$ cat src/hdl/bpa_pkg.sv
// shared constants, types and helpers of the block pool allocator
package bpa_pkg;

   localparam int MAX_BLOCKS  = 256;
   localparam int SLOT_W      = $clog2(MAX_BLOCKS);
   localparam int LINK_W      = SLOT_W + 1;
   localparam int BYTES_W     = 16;
   localparam int ADDR_W      = 32;
   localparam int COUNT_W     = 9;
   localparam int STATUS_W    = 3;
   localparam int CSR_IDX_W   = 2;
   localparam int DIVIDEND_W  = SLOT_W + BYTES_W;
   localparam int PROD_W      = LINK_W + BYTES_W;
   localparam int STEP_W      = $clog2(LINK_W + 1);

   localparam logic [LINK_W-1:0] NULL_LINK = LINK_W'(MAX_BLOCKS);

   // result status codes
   localparam logic [STATUS_W-1:0] ST_ALLOCATED     = 3'd0;
   localparam logic [STATUS_W-1:0] ST_POOL_EMPTY    = 3'd1;
   localparam logic [STATUS_W-1:0] ST_FREED         = 3'd2;
   localparam logic [STATUS_W-1:0] ST_OUT_OF_RANGE  = 3'd3;
   localparam logic [STATUS_W-1:0] ST_MISALIGNED    = 3'd4;

   // register indexes
   localparam logic [CSR_IDX_W-1:0] CSR_BLOCK_COUNT  = 2'd0;
   localparam logic [CSR_IDX_W-1:0] CSR_BLOCK_BYTES  = 2'd1;
   localparam logic [CSR_IDX_W-1:0] CSR_BASE_ADDRESS = 2'd2;

   // command codes
   localparam logic CMD_ALLOC = 1'b0;
   localparam logic CMD_FREE  = 1'b1;

   typedef enum logic {
      ALU_MUL,
      ALU_DIV
   } bpa_alu_op_type;

   typedef struct packed {
      logic           start;
      bpa_alu_op_type op;
   } bpa_alu_ctl_type;

   typedef struct packed {
      logic done;
      logic rem_zero;
   } bpa_alu_stat_type;

   // number of blocks actually in the pool
   function automatic logic [LINK_W-1:0] used_blocks(input logic [COUNT_W-1:0] count,
                                                     input logic [BYTES_W-1:0] bytes);
      logic [LINK_W-1:0] n;
      if (bytes == '0) begin
         n = '0;
      end else if (32'(count) > MAX_BLOCKS) begin
         n = LINK_W'(MAX_BLOCKS);
      end else begin
         n = LINK_W'(count);
      end
      return n;
   endfunction

endpackage

$ cat src/hdl/block_pool_allocator.sv
// top level of the fixed-size block pool allocator
//
// fixed-size block pool allocator with a lifo free stack linked through a
// 256-entry next-index memory. each request item carries a command in
// req_tuser (0 allocate, 1 free) and a byte address in req_tdata; each one
// gives exactly one response item with a status in rsp_tuser and the
// allocated block address in rsp_tdata (zero unless allocated). one item
// is worked on at a time and req_tready is low until its result has been
// handed to the response register. an allocate on a non-empty pool is one
// multiply of the block index by the block size, nine steps of the shared
// shift-add unit, plus table read and result load. a free is nine steps to
// multiply block count by block size for the range check and, if in range,
// eight steps of restoring division of the offset by the block size on the
// same adder. a csr write (always ready) to any of the three registers
// re-forms the free stack at once: every pool block free, block 0 on top if
// the pool is non-empty. index 3 is accepted and ignored. double frees are
// not detected. csr writes are only allowed while no item is in flight.
module block_pool_allocator (
   input  logic                          clock,
   input  logic                          reset,
   // request channel
   input  logic                          req_tvalid,
   output logic                          req_tready,
   input  logic [bpa_pkg::ADDR_W-1:0]    req_tdata,   // [31:0] address
   input  logic [0:0]                    req_tuser,   // [0] command
   // response channel
   output logic                          rsp_tvalid,
   input  logic                          rsp_tready,
   output logic [bpa_pkg::ADDR_W-1:0]    rsp_tdata,   // [31:0] block_address
   output logic [bpa_pkg::STATUS_W-1:0]  rsp_tuser,   // [2:0] status
   // register write channel
   input  logic                          csr_valid,
   output logic                          csr_ready,
   input  logic [bpa_pkg::CSR_IDX_W-1:0] csr_index,
   input  logic [bpa_pkg::ADDR_W-1:0]    csr_data
);
   import bpa_pkg::*;

   typedef enum logic [2:0] {
      S_IDLE,
      S_ALLOC,
      S_SPAN,
      S_DIV,
      S_OUT
   } seq_state_type;

   // sequencer and control state
   seq_state_type        state_ff, state_in;
   logic [LINK_W-1:0]    top_ff, top_in;
   logic                 rsp_valid_ff, rsp_valid_in;
   logic [COUNT_W-1:0]   count_ff, count_in;
   logic [BYTES_W-1:0]   bytes_ff, bytes_in;
   logic [ADDR_W-1:0]    base_ff, base_in;

   // payload
   logic [ADDR_W-1:0]    offset_ff, offset_in;
   logic [STATUS_W-1:0]  res_status_ff, res_status_in;
   logic [ADDR_W-1:0]    res_addr_ff, res_addr_in;
   logic [STATUS_W-1:0]  rsp_status_ff, rsp_status_in;
   logic [ADDR_W-1:0]    rsp_addr_ff, rsp_addr_in;

   // shared unit and link memory hookup
   bpa_alu_ctl_type      alu_ctl;
   bpa_alu_stat_type     alu_stat;
   logic [DIVIDEND_W-1:0] alu_a;
   logic [PROD_W-1:0]    alu_product;
   logic [SLOT_W-1:0]    alu_quotient;

   logic                 link_clear;
   logic                 link_rd_en;
   logic [LINK_W-1:0]    link_rd_data;
   logic                 link_wr_en;

   logic                 req_fire;
   logic                 csr_fire;
   logic                 csr_hit;
   logic [COUNT_W-1:0]   new_count;
   logic [BYTES_W-1:0]   new_bytes;
   logic [LINK_W-1:0]    used_now;
   logic [LINK_W-1:0]    used_new;

   assign req_tready = (state_ff == S_IDLE);
   assign req_fire   = req_tvalid && req_tready;
   assign csr_ready  = 1'b1;
   assign csr_fire   = csr_valid && csr_ready;
   assign csr_hit    = csr_fire && ((csr_index == CSR_BLOCK_COUNT) ||
                                    (csr_index == CSR_BLOCK_BYTES) ||
                                    (csr_index == CSR_BASE_ADDRESS));

   // pool size as it will be after a register write this cycle
   assign new_count = (csr_fire && csr_index == CSR_BLOCK_COUNT) ?
                      csr_data[COUNT_W-1:0] : count_ff;
   assign new_bytes = (csr_fire && csr_index == CSR_BLOCK_BYTES) ?
                      csr_data[BYTES_W-1:0] : bytes_ff;
   assign used_now  = used_blocks(count_ff, bytes_ff);
   assign used_new  = used_blocks(new_count, new_bytes);

   assign link_clear = csr_hit;

   always_comb begin
      state_in      = state_ff;
      top_in        = top_ff;
      rsp_valid_in  = rsp_valid_ff;
      count_in      = new_count;
      bytes_in      = new_bytes;
      base_in       = base_ff;
      offset_in     = offset_ff;
      res_status_in = res_status_ff;
      res_addr_in   = res_addr_ff;
      rsp_status_in = rsp_status_ff;
      rsp_addr_in   = rsp_addr_ff;
      alu_ctl.start = 1'b0;
      alu_ctl.op    = ALU_MUL;
      alu_a         = DIVIDEND_W'(top_ff);
      link_rd_en    = 1'b0;
      link_wr_en    = 1'b0;

      if (csr_fire && csr_index == CSR_BASE_ADDRESS) begin
         base_in = csr_data;
      end

      // response register drains independently of the sequencer
      if (rsp_valid_ff && rsp_tready) begin
         rsp_valid_in = 1'b0;
      end

      case (state_ff)
         S_IDLE: begin
            if (req_fire) begin
               offset_in = req_tdata - base_ff;
               if (req_tuser[0] == CMD_ALLOC) begin
                  if (top_ff == NULL_LINK) begin
                     res_status_in = ST_POOL_EMPTY;
                     res_addr_in   = '0;
                     state_in      = S_OUT;
                  end else begin
                     // fetch the next link while multiplying index by size
                     link_rd_en    = 1'b1;
                     alu_ctl.start = 1'b1;
                     alu_ctl.op    = ALU_MUL;
                     alu_a         = DIVIDEND_W'(top_ff);
                     state_in      = S_ALLOC;
                  end
               end else begin
                  // span of the pool for the range check
                  alu_ctl.start = 1'b1;
                  alu_ctl.op    = ALU_MUL;
                  alu_a         = DIVIDEND_W'(used_now);
                  state_in      = S_SPAN;
               end
            end
         end
         S_ALLOC: begin
            if (alu_stat.done) begin
               top_in        = link_rd_data;
               res_status_in = ST_ALLOCATED;
               res_addr_in   = base_ff + ADDR_W'(alu_product);
               state_in      = S_OUT;
            end
         end
         S_SPAN: begin
            if (alu_stat.done) begin
               if (offset_ff >= ADDR_W'(alu_product)) begin
                  res_status_in = ST_OUT_OF_RANGE;
                  res_addr_in   = '0;
                  state_in      = S_OUT;
               end else begin
                  // offset below the span fits the dividend width
                  alu_ctl.start = 1'b1;
                  alu_ctl.op    = ALU_DIV;
                  alu_a         = offset_ff[DIVIDEND_W-1:0];
                  state_in      = S_DIV;
               end
            end
         end
         S_DIV: begin
            if (alu_stat.done) begin
               res_addr_in = '0;
               if (alu_stat.rem_zero) begin
                  link_wr_en    = 1'b1;
                  top_in        = LINK_W'(alu_quotient);
                  res_status_in = ST_FREED;
               end else begin
                  res_status_in = ST_MISALIGNED;
               end
               state_in = S_OUT;
            end
         end
         S_OUT: begin
            if (!rsp_valid_ff || rsp_tready) begin
               rsp_valid_in  = 1'b1;
               rsp_status_in = res_status_ff;
               rsp_addr_in   = res_addr_ff;
               state_in      = S_IDLE;
            end
         end
         default: begin
            state_in = S_IDLE;
         end
      endcase

      // any register write re-forms the free stack
      if (csr_hit) begin
         top_in = (used_new != '0) ? '0 : NULL_LINK;
      end
   end

   always_ff @(posedge clock) begin
      offset_ff     <= offset_in;
      res_status_ff <= res_status_in;
      res_addr_ff   <= res_addr_in;
      rsp_status_ff <= rsp_status_in;
      rsp_addr_ff   <= rsp_addr_in;
      if (reset) begin
         state_ff     <= S_IDLE;
         top_ff       <= '0;
         rsp_valid_ff <= 1'b0;
         count_ff     <= COUNT_W'(256);
         bytes_ff     <= BYTES_W'(64);
         base_ff      <= '0;
      end else begin
         state_ff     <= state_in;
         top_ff       <= top_in;
         rsp_valid_ff <= rsp_valid_in;
         count_ff     <= count_in;
         bytes_ff     <= bytes_in;
         base_ff      <= base_in;
      end
   end

   bpa_muldiv u_muldiv (
      .clock     (clock),
      .reset     (reset),
      .ctl       (alu_ctl),
      .operand_a (alu_a),
      .operand_b (bytes_ff),
      .stat      (alu_stat),
      .product   (alu_product),
      .quotient  (alu_quotient)
   );

   bpa_link_table u_links (
      .clock      (clock),
      .reset      (reset),
      .clear      (link_clear),
      .used_count (used_now),
      .rd_en      (link_rd_en),
      .rd_addr    (top_ff[SLOT_W-1:0]),
      .rd_data    (link_rd_data),
      .wr_en      (link_wr_en),
      .wr_addr    (alu_quotient),
      .wr_data    (top_ff)
   );

   assign rsp_tvalid = rsp_valid_ff;
   assign rsp_tuser  = rsp_status_ff;
   assign rsp_tdata  = rsp_addr_ff;

`ifndef SYNTH
   // the stack top is always a block index or the null link
   a_top_in_range: assert property (@(posedge clock) disable iff (reset)
      top_ff <= NULL_LINK)
      else $error("stack top beyond null link");

   // only allocations carry an address
   a_addr_zero: assert property (@(posedge clock) disable iff (reset)
      rsp_valid_ff && (rsp_status_ff != ST_ALLOCATED) |-> rsp_addr_ff == '0)
      else $error("non-allocate response with nonzero address");

   // an accepted item blocks the request side on the next cycle
   a_busy_after_accept: assert property (@(posedge clock) disable iff (reset)
      req_fire |=> !req_tready)
      else $error("request accepted twice in a row");

   // a shared unit result only arrives while the sequencer waits for one
   a_done_expected: assert property (@(posedge clock) disable iff (reset)
      alu_stat.done |-> (state_ff == S_ALLOC) || (state_ff == S_SPAN) ||
                        (state_ff == S_DIV))
      else $error("unit result with no step waiting");

   // a table write only happens on an aligned in-range free
   a_write_freed: assert property (@(posedge clock) disable iff (reset)
      link_wr_en |=> (res_status_ff == ST_FREED) && (state_ff == S_OUT))
      else $error("link write outside a free");
`endif

endmodule

$ cat src/hdl/bpa_link_table.sv
// next-index link memory with per-entry valid bits and computed reset links
module bpa_link_table (
   input  logic                       clock,
   input  logic                       reset,
   input  logic                       clear,
   input  logic [bpa_pkg::LINK_W-1:0] used_count,
   input  logic                       rd_en,
   input  logic [bpa_pkg::SLOT_W-1:0] rd_addr,
   output logic [bpa_pkg::LINK_W-1:0] rd_data,
   input  logic                       wr_en,
   input  logic [bpa_pkg::SLOT_W-1:0] wr_addr,
   input  logic [bpa_pkg::LINK_W-1:0] wr_data
);
   import bpa_pkg::*;

   logic [LINK_W-1:0]     mem [MAX_BLOCKS];
   logic [MAX_BLOCKS-1:0] valid_ff;
   logic [LINK_W-1:0]     mem_q_ff;
   logic                  valid_q_ff;
   logic [LINK_W-1:0]     dflt_q_ff;
   logic [LINK_W-1:0]     succ;
   logic [LINK_W-1:0]     dflt_in;

   // an entry unwritten since the last rebuild links to successor or null
   assign succ    = LINK_W'(rd_addr) + LINK_W'(1);
   assign dflt_in = (succ < used_count) ? succ : NULL_LINK;

   always_ff @(posedge clock) begin
      if (wr_en) begin
         mem[wr_addr] <= wr_data;
      end
      if (rd_en) begin
         mem_q_ff   <= mem[rd_addr];
         valid_q_ff <= valid_ff[rd_addr];
         dflt_q_ff  <= dflt_in;
      end
   end

   always_ff @(posedge clock) begin
      if (reset || clear) begin
         valid_ff <= '0;
      end else if (wr_en) begin
         valid_ff[wr_addr] <= 1'b1;
      end
   end

   assign rd_data = valid_q_ff ? mem_q_ff : dflt_q_ff;

endmodule

$ cat src/hdl/bpa_muldiv.sv
// shared shift-add multiplier and restoring divider on one adder
module bpa_muldiv (
   input  logic                           clock,
   input  logic                           reset,
   input  bpa_pkg::bpa_alu_ctl_type       ctl,
   input  logic [bpa_pkg::DIVIDEND_W-1:0] operand_a,
   input  logic [bpa_pkg::BYTES_W-1:0]    operand_b,
   output bpa_pkg::bpa_alu_stat_type      stat,
   output logic [bpa_pkg::PROD_W-1:0]     product,
   output logic [bpa_pkg::SLOT_W-1:0]     quotient
);
   import bpa_pkg::*;

   typedef enum logic {
      A_IDLE,
      A_RUN
   } alu_state_type;

   alu_state_type        state_ff, state_in;
   bpa_alu_op_type       op_ff, op_in;
   logic [STEP_W-1:0]    count_ff, count_in;
   logic                 done_ff, done_in;
   logic [PROD_W-1:0]    acc_ff, acc_in;
   logic [LINK_W-1:0]    mplier_ff, mplier_in;
   logic [DIVIDEND_W-1:0] rem_ff, rem_in;
   logic [DIVIDEND_W-1:0] dv_ff, dv_in;
   logic [SLOT_W-1:0]    q_ff, q_in;
   logic [BYTES_W-1:0]   b_ff, b_in;

   // the one adder
   logic [PROD_W-1:0]    add_x, add_y;
   logic                 add_sub;
   logic [PROD_W:0]      add_sum;
   logic                 carry;

   always_comb begin
      if (op_ff == ALU_DIV) begin
         add_x   = PROD_W'(rem_ff);
         add_y   = PROD_W'(dv_ff);
         add_sub = 1'b1;
      end else begin
         add_x   = acc_ff << 1;
         add_y   = mplier_ff[LINK_W-1] ? PROD_W'(b_ff) : '0;
         add_sub = 1'b0;
      end
      add_sum = {1'b0, add_x} + {1'b0, (add_sub ? ~add_y : add_y)} + (PROD_W+1)'(add_sub);
      carry   = add_sum[PROD_W];
   end

   always_comb begin
      state_in  = state_ff;
      op_in     = op_ff;
      count_in  = count_ff;
      done_in   = 1'b0;
      acc_in    = acc_ff;
      mplier_in = mplier_ff;
      rem_in    = rem_ff;
      dv_in     = dv_ff;
      q_in      = q_ff;
      b_in      = b_ff;
      case (state_ff)
         A_IDLE: begin
            if (ctl.start) begin
               state_in  = A_RUN;
               op_in     = ctl.op;
               b_in      = operand_b;
               acc_in    = '0;
               mplier_in = operand_a[LINK_W-1:0];
               rem_in    = operand_a;
               dv_in     = DIVIDEND_W'(operand_b) << (SLOT_W - 1);
               q_in      = '0;
               count_in  = (ctl.op == ALU_DIV) ? STEP_W'(SLOT_W) : STEP_W'(LINK_W);
            end
         end
         A_RUN: begin
            if (op_ff == ALU_DIV) begin
               // carry out means the remainder covers the shifted divisor
               if (carry) begin
                  rem_in = add_sum[DIVIDEND_W-1:0];
               end
               q_in  = {q_ff[SLOT_W-2:0], carry};
               dv_in = dv_ff >> 1;
            end else begin
               acc_in    = add_sum[PROD_W-1:0];
               mplier_in = mplier_ff << 1;
            end
            count_in = count_ff - STEP_W'(1);
            if (count_ff == STEP_W'(1)) begin
               state_in = A_IDLE;
               done_in  = 1'b1;
            end
         end
         default: begin
            state_in = A_IDLE;
         end
      endcase
   end

   always_ff @(posedge clock) begin
      op_ff     <= op_in;
      count_ff  <= count_in;
      acc_ff    <= acc_in;
      mplier_ff <= mplier_in;
      rem_ff    <= rem_in;
      dv_ff     <= dv_in;
      q_ff      <= q_in;
      b_ff      <= b_in;
      if (reset) begin
         state_ff <= A_IDLE;
         done_ff  <= 1'b0;
      end else begin
         state_ff <= state_in;
         done_ff  <= done_in;
      end
   end

   assign stat.done     = done_ff;
   assign stat.rem_zero = (rem_ff == '0);
   assign product       = acc_ff;
   assign quotient      = q_ff;

endmodule
$ cat config.mk
export PLATFORM = sky130hd
export DESIGN_NAME = block_pool_allocator
export DESIGN_NICKNAME = d
export VERILOG_FILES = /design/src/hdl/bpa_pkg.sv /design/src/hdl/block_pool_allocator.sv /design/src/hdl/bpa_link_table.sv /design/src/hdl/bpa_muldiv.sv
export SDC_FILE = /design/constraint.sdc
export NUM_CORES = 2
export LEC_CHECK = 0
export BUFFER_PORTS_ARGS = -buffer_cell sky130_fd_sc_hd__clkbuf_2
export CORE_ASPECT_RATIO = 1.75
export CORE_MARGIN = 2
export CORE_UTILIZATION = 55
export DETAILED_ROUTE_END_ITERATION = 16
export PLACE_DENSITY = 0.71
export SLEW_MARGIN = 20
export SYNTH_ARGS = -nofsm -noshare
export SYNTH_HDL_FRONTEND = slang
export SYNTH_SLANG_ARGS = --single-unit
$ cat constraint.sdc
create_clock -name clock -period 19.7 [get_ports clock]
set_input_delay 1.97 -clock clock [delete_from_list [all_inputs] [get_ports clock]]
set_output_delay 1.97 -clock clock [all_outputs]
set_load 0.02 [all_outputs]
==> flow_metrics.tcl <==
set metrics [dict create \
    status "complete, no violations" \
    slowest_stage "dfxtp_4" \
    p_leak_uw 0.0401 \
    drive_above_1_share_pct 24.4 \
    grt_pass1_wl_um 409000 \
    crit_family "buffers and inverters" \
    syn-num-nets 6207 \
    cp.arrival_ns 7.54 \
    slew-limit-headroom_pct 12.1 \
    switching_share_pct 20.9 \
    grt_pass1_vias 59800 \
    synth.mux.area_fraction_pct 16.7 \
    die_w_um 349 \
    grt_max_degree 217 \
    fp.dieH_um 608 \
    cts_setup_buffers 0 \
    drt-total-wl_um 282000 \
    pwr-share-seq_pct 55.9 \
    die_area_um2 212000 \
    area_delta_synth_final_pct 10.6 \
    synth_edf_count 2535 \
    dp_hpwl_um 180000 \
    wl_per_cell_um 31.0 \
    vias 58000 \
    path_cells "buf_4, buf_12, buf_12, buf_4, mux4_2, mux4_2, mux2i_1, o21ai_0, a22oi_1, o221ai_1" \
    core_area_um2 207000 \
    end_kind "flop" \
    drt_iter0_drc 5935 \
    yosys-top-cells-area "edfxtp_1, mux4_2, dfxtp_1" \
    overflow 0 \
    p_per_area_nw_per_um2 93.9 \
    clk_pin_slew_ns 0.07 \
    netlist-cell-type-count 74 \
    syn_inst 6016 \
    cts.sinks 2863 \
    setup_tns_ns 0 \
    maxSlewViolCount 0 \
    hold_buffers 0 \
    vdd_drop_max_mv 0.0740 \
    worstSkewPairLatency_ns 0.89 \
    ys_warn_count 0 \
    cp_slowest_stage_delay_ns 0.90 \
    clkPwrFrac_pct 40.4 \
    root_buffer "clkbuf_16" \
    grt_use_met3_pct 3.44 \
    seq_area_frac_synth_pct 72.2 \
    crit_path_max_fanout 137 \
    synthAdderAreaFrac_pct 1.32 \
    fin_crit_sh_pct 35.2 \
    cts_resized 0 \
    gp_congestion 0.912 \
    ant_nets 0 \
    antenna_found_initial 12 \
    cap_violations 0 \
    grt_busiest_layer "met2" \
    critPathKind "flop to flop" \
    rsz0062_at_grt "no" \
    clockBufferDepth 4 \
    p_sw_uw 2480 \
    use_met2_pct 47.8 \
    fin_nets 6404 \
    portBuffers 108 \
    synthXorXnorAreaFrac_pct 0.558 \
    yosysTopAreaCell "edfxtp_1" \
    worst_pin_slew_ns 1.28 \
    cts_max_level 4 \
    finalHoldViolCount 0 \
    start_util_pct 55.3 \
    setup_violations 0 \
    synth_simple_gate_area_share_pct 3.52 \
    placementRows 221 \
    combPwrFrac_pct 3.8 \
    fin_crit_ns 6.94 \
    drc_errors 0 \
    syn-mean-instance-area_um2 19.0 \
    critPathLaunchType "flop" \
    drtPass1Iterations 6 \
    path_buf_inv 4 \
    cp.required_ns 20.30 \
    synth_ff_type "edfxtp_1" \
    synth_top_family_by_area "multiplexers" \
    num-fill-cells 14300 \
    viasPerCell 6.38 \
    io_pins 110 \
    max_freq_ghz 0.144 \
    met1_usage_pct 29.7 \
    numCtsBuffers 242 \
    cts_tree "built" \
    synth_area_um2 114000 \
    grt_usage_pct 26.8 \
    min_path_type "flop to flop" \
    synth_top_area_share_pct 66.5 \
    synth_compound_area_share_pct 4.17 \
    fin_worst_skew_ns 0.0572 \
    whs_ns 0.407 \
    async_flop_share_pct 0 \
    p_int_uw 9400 \
    ys_ff_latch 2863 \
]
[area by class of cell]
type	count	area, um^2	share of cell area, %
diodes	13	32.5	0.0257
clock buffers	316	6570	5.19
clock inverters	127	1290	1.02
inverters	94	353	0.279
multi-input cells	2733	30300	23.9
flip-flops and latches	2863	82700	65.4
well taps	2676	3350	2.65
repair buffers	279	1990	1.57
[metal layers]
layer / vias to the layer above / share of wire [%]
li1: 24700 / -
met1: 30500 / 33
met2: 2237 / 54
met3: 676 / 5.6
met4: 4 / 7.6
met5: - / 0.011
[synth_stat cells, drive strengths merged (8+ instances only)]
cell,number
a21o,60
xor2,34
mux2i,45
and3,16
a211oi,33
mux4,808
nand2b,21
a31oi,16
nand2,248
nor4,25
ha,116
o221ai,8
edfxtp,2535
a22oi,14
xnor2,39
nand4,12
nor3,20
o21bai,8
a21oi,180
buf,134
o21a,255
o21ai,90
inv,93
nor2b,39
nand3,44
and2,25
clkbuf,192
mux2,41
dfxtp,328
nor2,445
[cells in the final DEF, fill, tap and decap left out, types with 14 or more instances in the layout]
| master | n |
|---|---|
| clkinv_1 | 37 |
| nor4_1 | 24 |
| o21ai_0 | 88 |
| and2_1 | 25 |
| buf_4 | 158 |
| xor2_1 | 34 |
| nor2_1 | 398 |
| nand2b_1 | 21 |
| nand3_1 | 38 |
| ha_1 | 116 |
| nor2_2 | 44 |
| a21oi_1 | 177 |
| mux2_2 | 41 |
| inv_1 | 92 |
| clkbuf_16 | 245 |
| clkbuf_1 | 54 |
| mux2i_1 | 45 |
| and3_1 | 16 |
| a31oi_1 | 16 |
| nor2b_1 | 38 |
| mux4_2 | 808 |
| dfxtp_1 | 318 |
| xnor2_1 | 39 |
| nor3_1 | 19 |
| bufinv_16 | 24 |
| nand2_1 | 248 |
| clkinv_2 | 45 |
| o21a_1 | 255 |
| a21o_1 | 60 |
| a22oi_1 | 14 |
| clkbuf_8 | 17 |
| edfxtp_1 | 2535 |
| a211oi_1 | 33 |
| clkbuf_2 | 108 |
[sequential cells by signal (all words and copies together), names as in the netlist, 16 cells and up]
name,cells
u_links.valid_ff,256
u_links.mem,2304
offset_ff,32
rsp_tdata,32
u_muldiv.rem_ff,24
u_muldiv.product,25
bytes_ff,16
base_ff,32
u_muldiv.dv_ff,23
res_addr_ff,32
u_muldiv.b_ff,16
[per-stage QoR]
stage | cell area [um^2] | std cells | util, % | setup slack (ns) | power (uW)
finish | 127000 | 9101 | 61.1 | 12.76 | 11900
global route | 127000 | 9100 | 61.1 | 12.27 | 12200
CTS | 126000 | 9086 | 61.0 | 12.60 | 11900
detailed placement | 119000 | 8643 | 57.3 | 12.60 | 7210
global placement | 118000 | 8641 | 57.2 | 12.61 | 7200
floorplan | 114000 | 6016 | - | 12.02 | 7040
[kinds of logic (layout without fill, tap and decap cells)]
family                     Yosys count  in the layout
and+or+nand+nor                    927            927
xor gates and xnor gates            73             73
other                                1             14
AOI/OAI and AO/OA                  719            719
adders and majority gates          119            119
muxes                              894            894
buffers and inverters              420            816
DFF                               2863           2863
[power groups by stage]
stage               sequential (uW)  combinational, uW  clock (uW)
detailed placement             6770                441           0
global route                   6640                485        5060
CTS                            6640                444        4850
floorplan                      6750                287           0
finish                         6640                449        4800
global placement               6770                432           0
[worst paths after layout]
| check | slack [ns] | endpoint | from | cells past startpoint |
|---|---|---|---|---|
| min reg2reg | 0.41 | rsp_tdata[1] | res_addr_ff[1] | 0 |
| max reg2reg | 12.76 | u_links.mem_q_ff[4] | top_ff[0] | 10 |
| max | 12.76 | u_links.mem_q_ff[4] | top_ff[0] | 10 |
| min | 0.41 | rsp_tdata[1] | res_addr_ff[1] | 0 |
(Power assumes the default switching activity.)
